File: src/rtl/sbds_pkg.sv
package sbds_pkg;

  localparam logic [31:0] CLK_HZ_RESET    = 32'd48000000;
  localparam logic [1:0]  DEFAULT_PRE     = 2'd3;
  localparam logic [3:0]  DEFAULT_SCL     = 4'd7;
  localparam logic [30:0] WORST_GAP       = 31'h7FFF_FFFF;
  localparam int          CLK_W           = 32;
  localparam int          TARGET_W        = 31;
  localparam int          DIVISOR_W       = 18;

  // Prescaler values 2, 3, 5 and 7.
  function automatic logic [2:0] pre_val(input logic [1:0] idx);
    logic [2:0] v;
    case (idx)
      2'd0:    v = 3'd2;
      2'd1:    v = 3'd3;
      2'd2:    v = 3'd5;
      default: v = 3'd7;
    endcase
    return v;
  endfunction

  // Scaler values 2, 4, 6, 8, then 2^idx from index 4 up to 32768.
  function automatic logic [15:0] scl_val(input logic [3:0] idx);
    logic [15:0] v;
    case (idx)
      4'd0:    v = 16'd2;
      4'd1:    v = 16'd4;
      4'd2:    v = 16'd6;
      4'd3:    v = 16'd8;
      default: v = 16'd1 << idx;
    endcase
    return v;
  endfunction

  // Combined divisor; the largest product, 7 * 32768, fits in 18 bits.
  function automatic logic [DIVISOR_W-1:0] divisor_of(input logic [1:0] p,
                                                      input logic [3:0] s);
    logic [18:0] prod;
    prod = 19'(pre_val(p)) * 19'(scl_val(s));
    return prod[DIVISOR_W-1:0];
  endfunction

endpackage

File: src/rtl/sbds_ifs.sv
// Request channel: one target bit rate per transfer.
interface sbds_in_if;
  logic        valid;
  logic        ready;
  logic [30:0] target_hz;

  modport source (output valid, output target_hz, input ready);
  modport sink   (input valid, input target_hz, output ready);
endinterface

// Result channel: the chosen divider settings per transfer.
interface sbds_out_if;
  logic       valid;
  logic       ready;
  logic       double_rate;
  logic [1:0] prescale_select;
  logic [3:0] scale_select;

  modport source (output valid, output double_rate, output prescale_select,
                  output scale_select, input ready);
  modport sink   (input valid, input double_rate, input prescale_select,
                  input scale_select, output ready);
endinterface

File: src/rtl/spi_baud_divider_search.sv
// A request goes from ST_IDLE to ST_CHECK, then to ST_DONE if double-rate mode applies.
// Otherwise up to 64 candidate dividers are tried, each through ST_LOAD, the bit-serial
// divider in ST_DIV and the compare states ST_EVAL and ST_CMP; ST_DONE then offers
// the result once the output register is free.
// A new request is taken once the last has left ST_DONE, even while its result waits.
// Reset (rst, synchronous) empties the block and sets clock_hz to 48000000.
module spi_baud_divider_search import sbds_pkg::*; (
  input  logic        clk,
  input  logic        rst,
  input  logic        cfg_wr_en,
  input  logic [31:0] cfg_wr_data,
  sbds_in_if.sink     req,
  sbds_out_if.source  rsp
);

  localparam logic [2:0] ST_IDLE  = 3'd0;
  localparam logic [2:0] ST_CHECK = 3'd1;
  localparam logic [2:0] ST_LOAD  = 3'd2;
  localparam logic [2:0] ST_DIV   = 3'd3;
  localparam logic [2:0] ST_EVAL  = 3'd4;
  localparam logic [2:0] ST_CMP   = 3'd5;
  localparam logic [2:0] ST_DONE  = 3'd6;

  logic [CLK_W-1:0]     clock_hz;
  logic [2:0]           state;
  logic [TARGET_W-1:0]  target;
  logic [1:0]           pre_idx;
  logic [3:0]           scl_idx;
  logic [1:0]           best_pre;
  logic [3:0]           best_scl;
  logic [TARGET_W-1:0]  best_gap;
  logic                 dbl;
  logic [DIVISOR_W-1:0] divisor;
  logic [DIVISOR_W-1:0] rem;
  logic [CLK_W-1:0]     quo;
  logic [4:0]           step_cnt;
  logic [TARGET_W-1:0]  gap;
  logic                 gap_neg;
  logic                 out_valid;
  logic                 out_dbl;
  logic [1:0]           out_pre;
  logic [3:0]           out_scl;

  logic [DIVISOR_W:0]   shifted;
  logic [DIVISOR_W+1:0] trial;
  logic                 fits;
  logic [DIVISOR_W-1:0] rem_next;
  logic [CLK_W:0]       diff;

  // Configuration register.
  always_ff @(posedge clk) begin
    if (rst) begin
      clock_hz <= CLK_HZ_RESET;
    end else if (cfg_wr_en) begin
      clock_hz <= cfg_wr_data;
    end
  end

  // One restoring division step: bring in the next dividend bit and try the divisor.
  always_comb begin
    shifted  = {rem, quo[CLK_W-1]};
    trial    = {1'b0, shifted} - {2'b00, divisor};
    fits     = !trial[DIVISOR_W+1];
    rem_next = fits ? trial[DIVISOR_W-1:0] : shifted[DIVISOR_W-1:0];
  end

  // Signed gap between target and candidate rate; the top bit marks a rate above target.
  assign diff = {2'b00, target} - {1'b0, quo};

  // Search sequencer.
  always_ff @(posedge clk) begin
    if (rst) begin
      state     <= ST_IDLE;
      out_valid <= 1'b0;
    end else begin
      // A taken result frees the output register unless a new one replaces it now.
      if (out_valid && rsp.ready && state != ST_DONE) begin
        out_valid <= 1'b0;
      end
      unique case (state)
        ST_IDLE: begin
          if (req.valid) begin
            target <= req.target_hz;
            state  <= ST_CHECK;
          end
        end
        ST_CHECK: begin
          dbl      <= ({1'b0, clock_hz} <= {1'b0, target, 1'b0});
          pre_idx  <= 2'd3;
          scl_idx  <= 4'd15;
          best_pre <= DEFAULT_PRE;
          best_scl <= DEFAULT_SCL;
          best_gap <= WORST_GAP;
          if ({1'b0, clock_hz} <= {1'b0, target, 1'b0}) begin
            state <= ST_DONE;
          end else begin
            state <= ST_LOAD;
          end
        end
        ST_LOAD: begin
          divisor  <= divisor_of(pre_idx, scl_idx);
          rem      <= '0;
          quo      <= clock_hz;
          step_cnt <= '0;
          state    <= ST_DIV;
        end
        ST_DIV: begin
          rem      <= rem_next;
          quo      <= {quo[CLK_W-2:0], fits};
          step_cnt <= step_cnt + 5'd1;
          if (step_cnt == 5'd31) begin
            state <= ST_EVAL;
          end
        end
        ST_EVAL: begin
          gap     <= diff[TARGET_W-1:0];
          gap_neg <= diff[CLK_W];
          state   <= ST_CMP;
        end
        ST_CMP: begin
          if (!gap_neg && gap < best_gap) begin
            best_gap <= gap;
            best_pre <= pre_idx;
            best_scl <= scl_idx;
          end
          // A rate above target, or the last scaler, ends this prescaler's walk.
          if (gap_neg || scl_idx == 4'd0) begin
            if (pre_idx == 2'd0) begin
              state <= ST_DONE;
            end else begin
              pre_idx <= pre_idx - 2'd1;
              scl_idx <= 4'd15;
              state   <= ST_LOAD;
            end
          end else begin
            scl_idx <= scl_idx - 4'd1;
            state   <= ST_LOAD;
          end
        end
        ST_DONE: begin
          if (!out_valid || rsp.ready) begin
            out_valid <= 1'b1;
            out_dbl   <= dbl;
            out_pre   <= dbl ? 2'd0 : best_pre;
            out_scl   <= dbl ? 4'd0 : best_scl;
            state     <= ST_IDLE;
          end
        end
        default: begin
          state <= ST_IDLE;
        end
      endcase
    end
  end

  assign req.ready           = (state == ST_IDLE);
  assign rsp.valid           = out_valid;
  assign rsp.double_rate     = out_dbl;
  assign rsp.prescale_select = out_pre;
  assign rsp.scale_select    = out_scl;

endmodule

File: src/flat_wrapper.sv
// flat-port wrapper written by rule: the top's interface ports become plain ports
module spi_baud_divider_search_flat import sbds_pkg::*;
  (clk, rst, cfg_wr_en, cfg_wr_data, req_valid, req_target_hz, req_ready, rsp_valid, rsp_double_rate, rsp_prescale_select, rsp_scale_select, rsp_ready);
  sbds_in_if req_i ();
  sbds_out_if rsp_i ();
  input  logic clk;
  input  logic rst;
  input  logic cfg_wr_en;
  input  logic [31:0] cfg_wr_data;
  input wire logic [$bits(req_i.valid)-1:0] req_valid;
  input wire logic [$bits(req_i.target_hz)-1:0] req_target_hz;
  output wire logic [$bits(req_i.ready)-1:0] req_ready;
  output wire logic [$bits(rsp_i.valid)-1:0] rsp_valid;
  output wire logic [$bits(rsp_i.double_rate)-1:0] rsp_double_rate;
  output wire logic [$bits(rsp_i.prescale_select)-1:0] rsp_prescale_select;
  output wire logic [$bits(rsp_i.scale_select)-1:0] rsp_scale_select;
  input wire logic [$bits(rsp_i.ready)-1:0] rsp_ready;
  assign req_i.valid = req_valid;
  assign req_i.target_hz = req_target_hz;
  assign req_ready = req_i.ready;
  assign rsp_valid = rsp_i.valid;
  assign rsp_double_rate = rsp_i.double_rate;
  assign rsp_prescale_select = rsp_i.prescale_select;
  assign rsp_scale_select = rsp_i.scale_select;
  assign rsp_i.ready = rsp_ready;
  spi_baud_divider_search u_core (.clk(clk), .rst(rst), .cfg_wr_en(cfg_wr_en), .cfg_wr_data(cfg_wr_data), .req(req_i), .rsp(rsp_i));
endmodule
File: config.mk
export PLATFORM = sky130hd
export DESIGN_NAME = spi_baud_divider_search_flat
export DESIGN_NICKNAME = d
export VERILOG_FILES = /design/src/rtl/sbds_pkg.sv /design/src/rtl/sbds_ifs.sv /design/src/rtl/spi_baud_divider_search.sv /design/src/flat_wrapper.sv
export SDC_FILE = /design/constraint.sdc
export NUM_CORES = 1
export LEC_CHECK = 0
export BUFFER_PORTS_ARGS = -buffer_cell sky130_fd_sc_hd__buf_2
export CAP_MARGIN = 10
export CORE_ASPECT_RATIO = 1.2
export CORE_MARGIN = 2
export CORE_UTILIZATION = 33
export CTS_CLUSTER_DIAMETER = 100
export DETAILED_ROUTE_END_ITERATION = 8
export GPL_ROUTABILITY_DRIVEN = 0
export PLACE_DENSITY_LB_ADDON = 0.05
export REMOVE_ABC_BUFFERS = 1
export SETUP_SLACK_MARGIN = 0.4
export SLEW_MARGIN = 20
export SYNTH_ARGS = -nofsm -noshare
export SYNTH_HDL_FRONTEND = slang
export SYNTH_SLANG_ARGS = --single-unit
File: constraint.sdc
create_clock -name clk -period 6.95 [get_ports clk]
set_input_delay 2.085 -clock clk [delete_from_list [all_inputs] [get_ports clk]]
set_output_delay 2.085 -clock clk [all_outputs]
set_load 0.05 [all_outputs]
; ---- Word-level counts from Yosys, hierarchy flattened
; Cells that the tools add are included.
[op_classes]
n_mul = 1
bitwise_logic = 1
muxes = 32
n_eq_ne = 20
n_lt_le_gt_ge = 2
add_sub_neg = 5
shifts = 1
reduce_logical = 23
[op_table]
columns = operator, count
row1 = one-hot mux 16 bit (4 select lines), 1
row2 = one-hot mux 32 bit (2 select lines), 1
row3 = one-hot mux 31 bit (2 select lines), 1
row4 = one-hot mux 18 bit (2 select lines), 1
row5 = subtractor 31 x 32 -> 33 bit, 1
row6 = less-or-equal comparator 32 bit, 1
row7 = 2-to-1 mux 16 bit, 2
row8 = less-than comparator 31 bit, 1
row9 = 2-to-1 mux 31 bit, 1
row10 = 2-to-1 mux 3 bit, 8
row11 = one-hot mux 3 bit (7 select lines), 1
row12 = subtractor 19 x 18 -> 20 bit, 1
row13 = multiplier 3 x 16 -> 18 bit, 1
row14 = 2-to-1 mux 18 bit, 1
row15 = one-hot mux 4 bit (2 select lines), 2
row16 = left shift 1 x 4 -> 16 bit (first input constant), 1
row17 = AND reduction 3 bit, 5
row18 = 2-to-1 mux 4 bit, 3
row19 = one-hot mux 5 bit (2 select lines), 1
row20 = == test 3 bit (second input constant), 3
row21 = one-hot mux 3 bit (3 select lines), 1
row22 = == test 4 x 2 -> 1 bit (second input constant), 2
row23 = != test 2 x 1 -> 1 bit (second input constant), 4
row24 = one-hot mux 2 bit (2 select lines), 2
row25 = other kinds (23), 39
[totals]
wordCells = 104
ff_bits = 223
input_bits = 68
out_inout_bits = 9

; ---- Depth between registers and ports, before layout
; Gate-level depths: netlist (run 1).
[logic_depth]
depth_word = 5
depth_mapped = 19
ltp_nobuf = 18

; ---- Least setup slack after synthesis (run 1)
; Ideal clock, no wire load.
[synth_timing]
path_type = input to register
startpoint = input rst
endpoint = register u_core.quo[0] (enable)
setup_slack_ns = 0.202
arrival_time_ns = 6.213
required_ns = 6.415
setup_ns = 0.535
cell_stages = 3
cell_sequence = clkbuf_1 -> clkbuf_1 -> nor3_1
[synth_between]
elab_chain_len = 2
[synth_rtl]
columns = element, line_no
row1 = from (decl), flat_wrapper.sv:7  ; input logic rst;
row2 = inverter 1 bit (no source line), --
row3 = AND reduction 2 bit (no source line), --
row4 = to (signal assigned), spi_baud_divider_search.sv:103  ; quo <= clock_hz;
row5 = to (signal assigned), spi_baud_divider_search.sv:109  ; quo <= {quo[CLK_W-2:0], fits};
row6 = to (decl), spi_baud_divider_search.sv:35  ; logic [CLK_W-1:0] quo;
; No other way between the ends.
; A chain may end at the register's enable or synchronous reset.

; ---- Worst setup path after layout (run 1)
[layout_timing]
startpoint = register u_core.scl_idx[0]
endpoint = register u_core.divisor[16], data pin
[layout_between]
elab_chain_len = 5
[layout_rtl]
columns = element, line_no
row1 = from (decl), spi_baud_divider_search.sv:28  ; logic [3:0] scl_idx;
row2 = from (signal assigned), spi_baud_divider_search.sv:136  ; scl_idx <= scl_idx - 4'd1;
row3 = == test 4 x 2 -> 1 bit (tied with other cells), sbds_pkg.sv:26  ; case (idx)
row4 = one-hot mux 16 bit (4 select lines) (*), sbds_pkg.sv:26
row5 = 2-to-1 mux 16 bit (*), spi_baud_divider_search.sv:80  ; unique case (state)
row6 = 2-to-1 mux 16 bit (*), spi_baud_divider_search.sv:72  ; if (rst) begin
row7 = multiplier 3 x 16 -> 18 bit (*), sbds_pkg.sv:40  ; prod = 19'(pre_val(p)) * 19'(scl_val(s));
row8 = to (signal assigned), spi_baud_divider_search.sv:101  ; divisor <= divisor_of(pre_idx, scl_idx);
row9 = to (decl), spi_baud_divider_search.sv:33  ; logic [DIVISOR_W-1:0] divisor;
; Every way passes the cells marked *; elsewhere a longest branch is shown, timed or not. The select of a mux whose other input is x is not followed.

==> results of run 1 <==
## layout make-up
| cell class | count | area, um2 |
|---|---|---|
| Clock buffer | 37 | 743.2 |
| Clock inverter | 11 | 86.33 |
| Fill cell | 4175 | 25340 |
| Inverter | 160 | 600.6 |
| Multi-Input combinational cell | 917 | 6698 |
| Sequential cell | 223 | 6336 |
| Tap cell | 539 | 674.4 |
| Timing Repair Buffer | 87 | 465.4 |
## worst reg2reg max path, cell delays in order (launching register included)
cell and delay (ns):
edfxtp_1 0.45, inv_1 0.16, ha_1 0.35, nor2_1 0.08
nor3_1 0.24, o21ai_0 0.21, fa_1 0.56, inv_1 0.04
ha_1 0.32, nor2b_1 0.14, o21ai_0 0.20, a21boi_0 0.15
o21ai_0 0.16, nand2b_1 0.17, a2111oi_2 0.47, nor2_1 0.13
o311ai_1 0.26
## logic make-up after synthesis
group                      count (synthesis)  share of synthesized area, %
muxes                                     34                         2.472
xor gates and xnor gates                  53                         3.372
other                                      2                       0.05455
and+or+nand+nor                          393                         14.04
DFF                                      223                         46.02
buffers and inverters                    201                         5.626
AOI/OAI and AO/OA                        279                         13.40
adders and majority gates                155                         15.01
## per-layer routing
metal	up-vias	part of all wire [%]	GRT usage (%)
met4	0	2.6	4.603
met2	123	50	25.97
met1	4450	44	17.60
li1	4888	-	-
met3	46	2.9	1.998
met5	-	0	0
## flip-flops by register name (all words and copies together) (netlist names), 3 cells and up
register                 cells
u_core.target               31
u_core.rsp.scale_select      4
u_core.divisor              18
u_core.best_scl              4
u_core.gap                  31
u_core.scl_idx               4
u_core.quo                  32
u_core.rem                  18
u_core.best_gap             31
u_core.state                 3
u_core.step_cnt              5
u_core.clock_hz             32
## power groups by stage
stage	clock network (W)	registers, W	logic (W)
after floorplan	0	0.00159	0.000315
after global placement	0	0.00159	0.000451
after detailed placement	0	0.00159	0.000453
after CTS	0.00141	0.00156	0.000456
after global routing	0.00145	0.00157	0.000511
final	0.00135	0.00156	0.000446
## cells in the final DEF, fill, tap and decap left out, types with 5 or more instances in the layout
master / synthesis / layout
o21bai_1: 6 / 6
ha_1: 138 / 138
o21ai_0: 73 / 73
nand2_1: 106 / 106
xnor2_1: 32 / 32
nand3_1: 23 / 23
xor2_1: 21 / 21
nand4_1: 15 / 15
clkbuf_1: 35 / 7
inv_1: 160 / 160
fa_1: 17 / 17
a211oi_1: 9 / 9
a21oi_1: 61 / 61
or2_2: 5 / 5
buf_2: 4 / 75
and2_1: 7 / 6
a31oi_1: 11 / 10
nor2b_1: 35 / 35
nand3b_1: 7 / 7
clkbuf_16: 0 / 27
a2111oi_0: 5 / 5
mux2i_1: 34 / 34
dfxtp_1: 36 / 36
and3_1: 14 / 14
a21o_1: 45 / 45
nor2_1: 97 / 97
buf_4: 0 / 12
nand2b_1: 44 / 44
nor3_1: 20 / 17
a211o_1: 14 / 14
edfxtp_1: 187 / 187
o21a_1: 10 / 10
## how the worst max path moves through the flow
stage,startpoint,endpoint,cells after the start
detailed placement,u_core.scl_idx[0],u_core.divisor[16],16
finish,u_core.scl_idx[0],u_core.divisor[16],16
global route,u_core.scl_idx[0],u_core.divisor[16],16
floorplan,rst,u_core.quo[0],1
CTS,u_core.scl_idx[0],u_core.divisor[16],16
global placement,u_core.scl_idx[0],u_core.divisor[16],16
## through the flow
step,area (um2),worst slack [ns],total power (W),hold WS (ns),util (%)
2_1_floorplan,13600,0.5841,0.001900,0.4604,-
3_3_place_gp,14770,2.713,0.002041,0.4804,36.08
3_5_place_dp,14770,2.715,0.002043,0.4907,36.08
4_1_cts,15600,2.660,0.003428,0.5046,38.10
5_1_grt,15600,2.182,0.003531,0.5494,38.11
6_report,15600,2.676,0.003353,0.4962,38.11
==> impl_metrics.yaml, run 1 <==
setup_path:
  crit_family: "compound AO/OA/AOI/OAI gates"
  r2r_start: "u_core.scl_idx[0]"
  rrSetupSlack_ns: 2.68
  end_kind: "flop"
  crit_chain: "inv_1 > ha_1 > nor2_1 > nor3_1 > o21ai_0 > fa_1 > inv_1 > ha_1 > nor2b_1 > o21ai_0 > a21boi_0 > o21ai_0 > nand2b_1 > a2111oi_2 > nor2_1 > o311ai_1"
  r2r_cells: 16
  rr_endpoint: "u_core.divisor[16]"
  cp-start-kind: "flop"
  crit_arrival_ns: 4.64
  critical_path_buf_inv_count: 2
  cp_max_fo: 8
  crit_slowest_cell: "fa_1"
  crit_top_cell: "o21ai_0"
  slowest_delay_ns: 0.56
  required_ns: 7.32
  path_class: "flop to flop"
clock_network:
  cts.path.max_buffers: 3
  cts.sinks: 223
  hold_buffers: 0
  htree_num_levels: 1
  cts-root-buf: "clkbuf_16"
  tritoncts: "done"
  postCtsSetupRepairBufs: 0
  post_cts_resized: 0
  clock_latency_ns: 0.55
  clkTransAtPathRegs_ns: 0.06
  cts_buffers: 27
worst_hold_path:
  min_to: "u_core.clock_hz[1]"
  hold_depth: 2
  min_path_type: "flop to flop"
  min_from: "u_core.clock_hz[1]"
synthesis:
  netlist_area_um2: 13770
  synth_top_cell_area_share_pct: 40.79
  synth_most_common_cell: "edfxtp_1"
  synth-seq-cells: 223
  synthTopCellsByArea: "edfxtp_1, ha_1, dfxtp_1, inv_1, nand2_1"
  synth_edf_count: 187
  async_flop_share_pct: 0
  synth_cell_type_count: 67
  synth_warnings: 0
  ys_seq_area_share_pct: 46.02
  netlist_instances: 1340
  syn_area_per_cell_um2: 10.27
  synthFlopType: "edfxtp_1"
  synthTopCellsByCount: "edfxtp_1, inv_1, ha_1"
  synth_top_cell_by_area: "edfxtp_1"
routing:
  vias: 9507
  drt-initial-drc-count: 436
  drt_first_pass_iters: 4
  post_drt_via_cell_ratio: 4.816
  postRouteAntennaNets: 0
  drc: 0
  wl_per_cell_um: 15.64
  wirelength_mm: 30.87
timing:
  final-hold-violation-count: 0
  min_period_over_period_pct: 61.49
  clock_skew_ns: 0.01794
  tightest_slew_ns: 0.9903
  setup_violations: 0
  slew_violations: 0
  fmax_mhz: 234.0
  rsz0062_at_grt: "no"
  finalCriticalPeriod_ns: 4.274
  max-slew-margin-rel_pct: 32.27
  tns_ns: 0
power:
  sequentialPowerShare_pct: 46.6
  pwr-share-clk_pct: 40.1
  p_switching_w: 0.0008651
  p_comb_share_pct: 13.3
  powerDensity_nw_per_um2: 214.9
  p_sw_share_pct: 25.80
  ir_drop_uv: 179.2
  internal_power_w: 0.002487
  p_leak_nw: 6.815
floorplan:
  io_pins: 77
  placementRows: 81
  die_w_um: 190.5
  fp.dieH_um: 227.7
  die_area_um2: 43380
  core_um2: 40940
  start_util_pct: 33.62
layout:
  fin_nets: 1639
  fin_cells: 1974
  drive_gt1_share_pct: 10.24
  diodes: 0
  area_growth_pct: 13.34
placed_design:
  hpwl_mm: 22.88
  dp.cells: 1926
  portBuffers: 76
status:
  outcome: "completed"
grt:
  grtUsageTotal_pct: 14.42
  grt_pass1_wl_mm: 50.67
  antenna_found_initial: 0
  grt_max_degree: 81
  overflow: 0
  grt_pass1_vias: 9906
flow_run:
  cap_viol_max_count: 0
Note: power is estimated with default switching activity, not from simulation.
==> run 2, diff against run 1 <==
clock period = 3.6 ns   (was 6.95 ns; I/O delays follow)
==> impl_metrics.yaml, run 2 (synthesized netlist as in run 1, its figures left out) <==
power:
  p_leak_nw: 7.216
  powerDensity_nw_per_um2: 407.1
  ir_drop_uv: 331.6
timing:
  finalCriticalPeriod_ns: 3.471
  clock_skew_ns: 0.01289
  tightest_slew_ns: 0.9669
  setup_violations: 0
  final-hold-violation-count: 0
  rsz0062_at_grt: "yes"
  slew_violations: 0
  min_period_over_period_pct: 96.41
  tns_ns: 0
  fmax_mhz: 288.1
  max-slew-margin-rel_pct: 35.54
grt:
  grt_pass1_vias: 10290
  overflow: 0
  grt_max_degree: 55
  grtUsageTotal_pct: 14.73
  antenna_found_initial: 1
  grt_pass1_wl_mm: 52.03
routing:
  postRouteAntennaNets: 0
  drt-met1-wl_mm: 13.35
  post_drt_via_cell_ratio: 4.774
  top_layer_used: "met4"
  drc: 0
  wl_met2_mm: 16.11
  drt_first_pass_iters: 5
  drt-initial-drc-count: 392
  wirelength_mm: 31.24
  wl_met3_um: 985
  vias: 9758
  wl_per_cell_um: 15.28
setup_path:
  crit_family: "adder cells"
  path_class: "flop to flop"
  crit_arrival_ns: 3.74
  slowest_delay_ns: 0.56
  cp_max_fo: 3
  crit_chain: "inv_2 > ha_4 > nor2_4 > or4_4 > fa_2 > fa_2 > nor2b_1 > o21ai_1 > a21boi_1 > o21ai_1 > nand2b_1 > a2111oi_4 > or3_1 > o311ai_1"
  end_kind: "flop"
  required_ns: 3.87
  rrSetupSlack_ns: 0.13
  crit_slowest_cell: "fa_2"
  critical_path_buf_inv_count: 1
  cp-start-kind: "flop"
layout:
  post-route-util_pct: 40.36
  area_growth_pct: 20.04
  layout_common_cells: "edfxtp_1, inv_1, ha_1"
  final_cell_area_um2: 16530
  reg_top3: "u_core.clock_hz (32), u_core.quo (32)"
  layout_commonest_cell: "edfxtp_1"
  drive_gt1_share_pct: 18.28
  fin_nets: 1705
  fillCellCount: 4182
floorplan:
  fp.dieH_um: 227.7
  start_util_pct: 33.62
  die_w_um: 190.5
  placementRows: 81
  io_pins: 77
  core_um2: 40940
  die_area_um2: 43380
flow_run:
  cap_viol_max_count: 0
status:
  outcome: "completed"
clock_network:
  cts_buffers: 28
  cts.sinks: 223
  cts.path.max_buffers: 3
  htree_num_levels: 1
  clkTransAtPathRegs_ns: 0.06
  cts-root-buf: "clkbuf_16"
  tritoncts: "done"
  clock_latency_ns: 0.55
placed_design:
  hpwl_mm: 23.71
  placed_area_um2: 15090
  portBuffers: 76
worst_hold_path:
  min_path_type: "flop to flop"
-- run 2: changes by cell type in the layout (fill, tap and decap cells not counted), sizes merged --
cell / delta
inv: -1
buf: +65
diode: +1
clkbuf: +7
clkinv: -2
-- run 2: path summary, 6_finish.rpt --
path | start | cells after the start | to
setup reg to reg | u_core.scl_idx[0] | 14 | u_core.divisor[16]
hold reg to reg | u_core.clock_hz[1] | 2 | u_core.clock_hz[1]
hold / removal | u_core.clock_hz[1] | 2 | u_core.clock_hz[1]
setup / recovery | u_core.scl_idx[0] | 14 | u_core.divisor[16]
-- run 2: report_power, final --
part	internal (W)	leakage, nW	switching [W]
registers	0.00295	1.91	0.0000734
logic	0.000360	4.83	0.000512
clock network	0.00174	0.471	0.00109
total	0.00505	7.22	0.00168
-- run 2: worst min-delay path, stage by stage, from the launching register on --
cell and delay (ns):
dfxtp_1 0.33, mux2i_1 0.07, nor2_1 0.08
-- run 2: final cells by class --
| cell class | count | area, um2 | area share (%) |
|---|---|---|---|
| multi-input combinational | 917 | 6994 | 42.32 |
| sequential | 223 | 6336 | 38.34 |
| timing repair buffer | 152 | 965.9 | 5.845 |
| clock buffer | 44 | 882.1 | 5.338 |
| tap | 539 | 674.4 | 4.081 |
| inverter | 160 | 600.6 | 3.634 |
| clock inverter | 8 | 70.07 | 0.4240 |
| antenna | 1 | 2.502 | 0.01514 |
-- run 2: metrics by stage --
step	power [W]	hold slack [ns]	std cells	setup slack [ns]
after floorplan	0.003669	0.4604	1300	-1.761
after global placement	0.003948	0.4886	1969	-0.2099
after detailed placement	0.003951	0.5032	1969	-0.2465
after CTS	0.006858	0.5184	2033	0.1650
after global routing	0.007070	0.5526	2043	-0.04386
final	0.006727	0.5101	2044	0.1293
-- run 2: what timing repair did --
| action | in CTS | in global routing |
|---|---|---|
| buffers inserted | 12 | 10 |
| hold buffers | 0 | 0 |
| resized for setup | 58 | 28 |
| endpoints found under the setup margin | 13 | 18 |
| pin swaps | 27 | 13 |
-- run 2: routing by layer --
layer	up-vias	global-route usage, %
met5	-	0
met4	0	4.409
met2	120	27.25
met3	52	1.982
li1	5020	-
met1	4566	17.51
==> run 3, diff against run 2 <==
==> constraint.sdc (replaced) <==
create_clock -name clk -period 3.35 [get_ports clk]
set_input_delay 0.67 -clock clk [delete_from_list [all_inputs] [get_ports clk]]
set_output_delay 0.67 -clock clk [all_outputs]
set_load 0.05 [all_outputs]
==> impl_metrics.yaml, run 3 (synthesized netlist as in run 1, its figures left out) <==
clock_network:
  hold_buffers: 0
  cts-root-buf: "clkbuf_16"
  cts_buffers: 28
  cts.sinks: 223
  htree_num_levels: 1
  cts.path.max_buffers: 3
  tritoncts: "done"
  clock_latency_ns: 0.56
  clkTransAtPathRegs_ns: 0.06
routing:
  postRouteAntennaNets: 0
  vias: 10080
  drt-initial-drc-count: 382
  wirelength_mm: 32.45
  wl_per_cell_um: 15.52
  drt_first_pass_iters: 4
  drc: 0
  post_drt_via_cell_ratio: 4.821
timing:
  clock_skew_ns: 0.01265
  fin_ws_ns: -0.1848
  max-slew-margin-rel_pct: 52.90
  tns_ns: -0.7030
  slew_violations: 0
  tightest_slew_ns: 0.7017
  hold_slack_ns: 0.2809
  setup_violations: 8
  min_period_over_period_pct: 105.5
  rsz0062_at_grt: "yes"
  finalCriticalPeriod_ns: 3.535
  fmax_mhz: 282.9
  final-hold-violation-count: 0
grt:
  antenna_found_initial: 1
  grt_max_degree: 38
  grt_pass1_vias: 10490
  grtUsageTotal_pct: 14.88
  overflow: 0
  grt_pass1_wl_mm: 52.50
worst_hold_path:
  min_from: "req_target_hz[7]"
  min_path_type: "input pin to flop"
  hold_depth: 1
setup_path:
  critical_path_buf_inv_count: 1
  path_class: "flop to flop"
  crit_top_cell: "fa_2"
  slowest_delay_ns: 0.59
  r2r_cells: 14
  required_ns: 3.62
  critPathLaunch: "u_core.pre_idx[0]"
  cp_num_cells: 14
  crit_arrival_ns: 3.81
  crit_chain: "inv_2 > ha_4 > nor2_2 > or4_4 > fa_2 > fa_2 > nor2b_2 > o21ai_2 > a21boi_2 > o21ai_1 > nand2b_1 > a2111oi_4 > or3_1 > o311ai_2"
  crit_slowest_cell: "fa_2"
  rrSetupSlack_ns: -0.18
  end_kind: "flop"
  r2r_start: "u_core.pre_idx[0]"
  cp_max_fo: 2
  crit_family: "adder cells"
  cp-start-kind: "flop"
floorplan:
  placementRows: 81
  fp.dieH_um: 227.7
  die_w_um: 190.5
  die_area_um2: 43380
  io_pins: 77
  start_util_pct: 33.62
  core_um2: 40940
placed_design:
  portBuffers: 76
  placed_area_um2: 15320
  hpwl_mm: 23.95
  pre_cts_slack_ns: -0.5841
layout:
  final_cell_area_um2: 17200
  fin_nets: 1752
  area_growth_pct: 24.97
  reg_top3: "u_core.clock_hz (32), u_core.quo (32)"
  drive_gt1_share_pct: 22.63
  diodes: 0
  post-route-util_pct: 42.02
  layout_commonest_cell: "edfxtp_1"
  layout_common_cells: "edfxtp_1, inv_1, ha_1"
status:
  violations: "setup timing"
  outcome: "complete, but fails checks"
power:
  p_leak_nw: 7.445
  ir_drop_uv: 309.0
  powerDensity_nw_per_um2: 418.4
flow_run:
  cap_viol_max_count: 0
==> run 3: cell types whose count changed in the layout (fill, tap and decap cells not counted), sizes merged <==
| cell | delta |
|---|---|
| clkbuf | +3 |
| buf | +46 |
| diode | -1 |
| clkinv | -2 |
==> run 3: power breakdown <==
group,total [W],internal (W),switching (W)
registers,0.00325,0.00317,0.0000800
clock network,0.00295,0.00177,0.00118
logic,0.000999,0.000425,0.000574
total,0.00720,0.00537,0.00183
==> run 3: timing repair <==
item,CTS,global route
gates resized for setup,108,42
endpoints found under the setup margin,24,66
pin swaps,50,28
setup buffers,21,18
gates cloned,0,1
==> run 3: path summary, 6_finish.rpt <==
| path | end |
|---|---|
| min | u_core.target[7] |
| max reg2reg | u_core.divisor[16] |
| max | u_core.divisor[16] |
| min reg2reg | u_core.clock_hz[1] |
==> run 3: cell type report <==
class	instances	area, um2
clock buffer	46	838.3
multi-input combinational	917	7273
timing repair buffer	199	1414
clock inverter	6	67.56
fill	4109	23740
sequential	223	6336
inverter	160	600.6
tap	539	674.4
==> run 3: layer usage <==
layer  vias to the layer above  wire [um]  global-route usage (%)
met5                         -          0                       0
met4                         0        969                   4.893
met3                        49        907                   1.829
met2                       120      16660                   27.73
met1                      4791      13900                   17.44
li1                       5116          -                       -
==> run 3: metrics by stage <==
step / cells / total power [W]
after floorplan: 1300 / 0.003943
after global placement: 1998 / 0.004251
after detailed placement: 1998 / 0.004256
after CTS: 2071 / 0.007301
after global routing: 2090 / 0.007575
final: 2090 / 0.007199
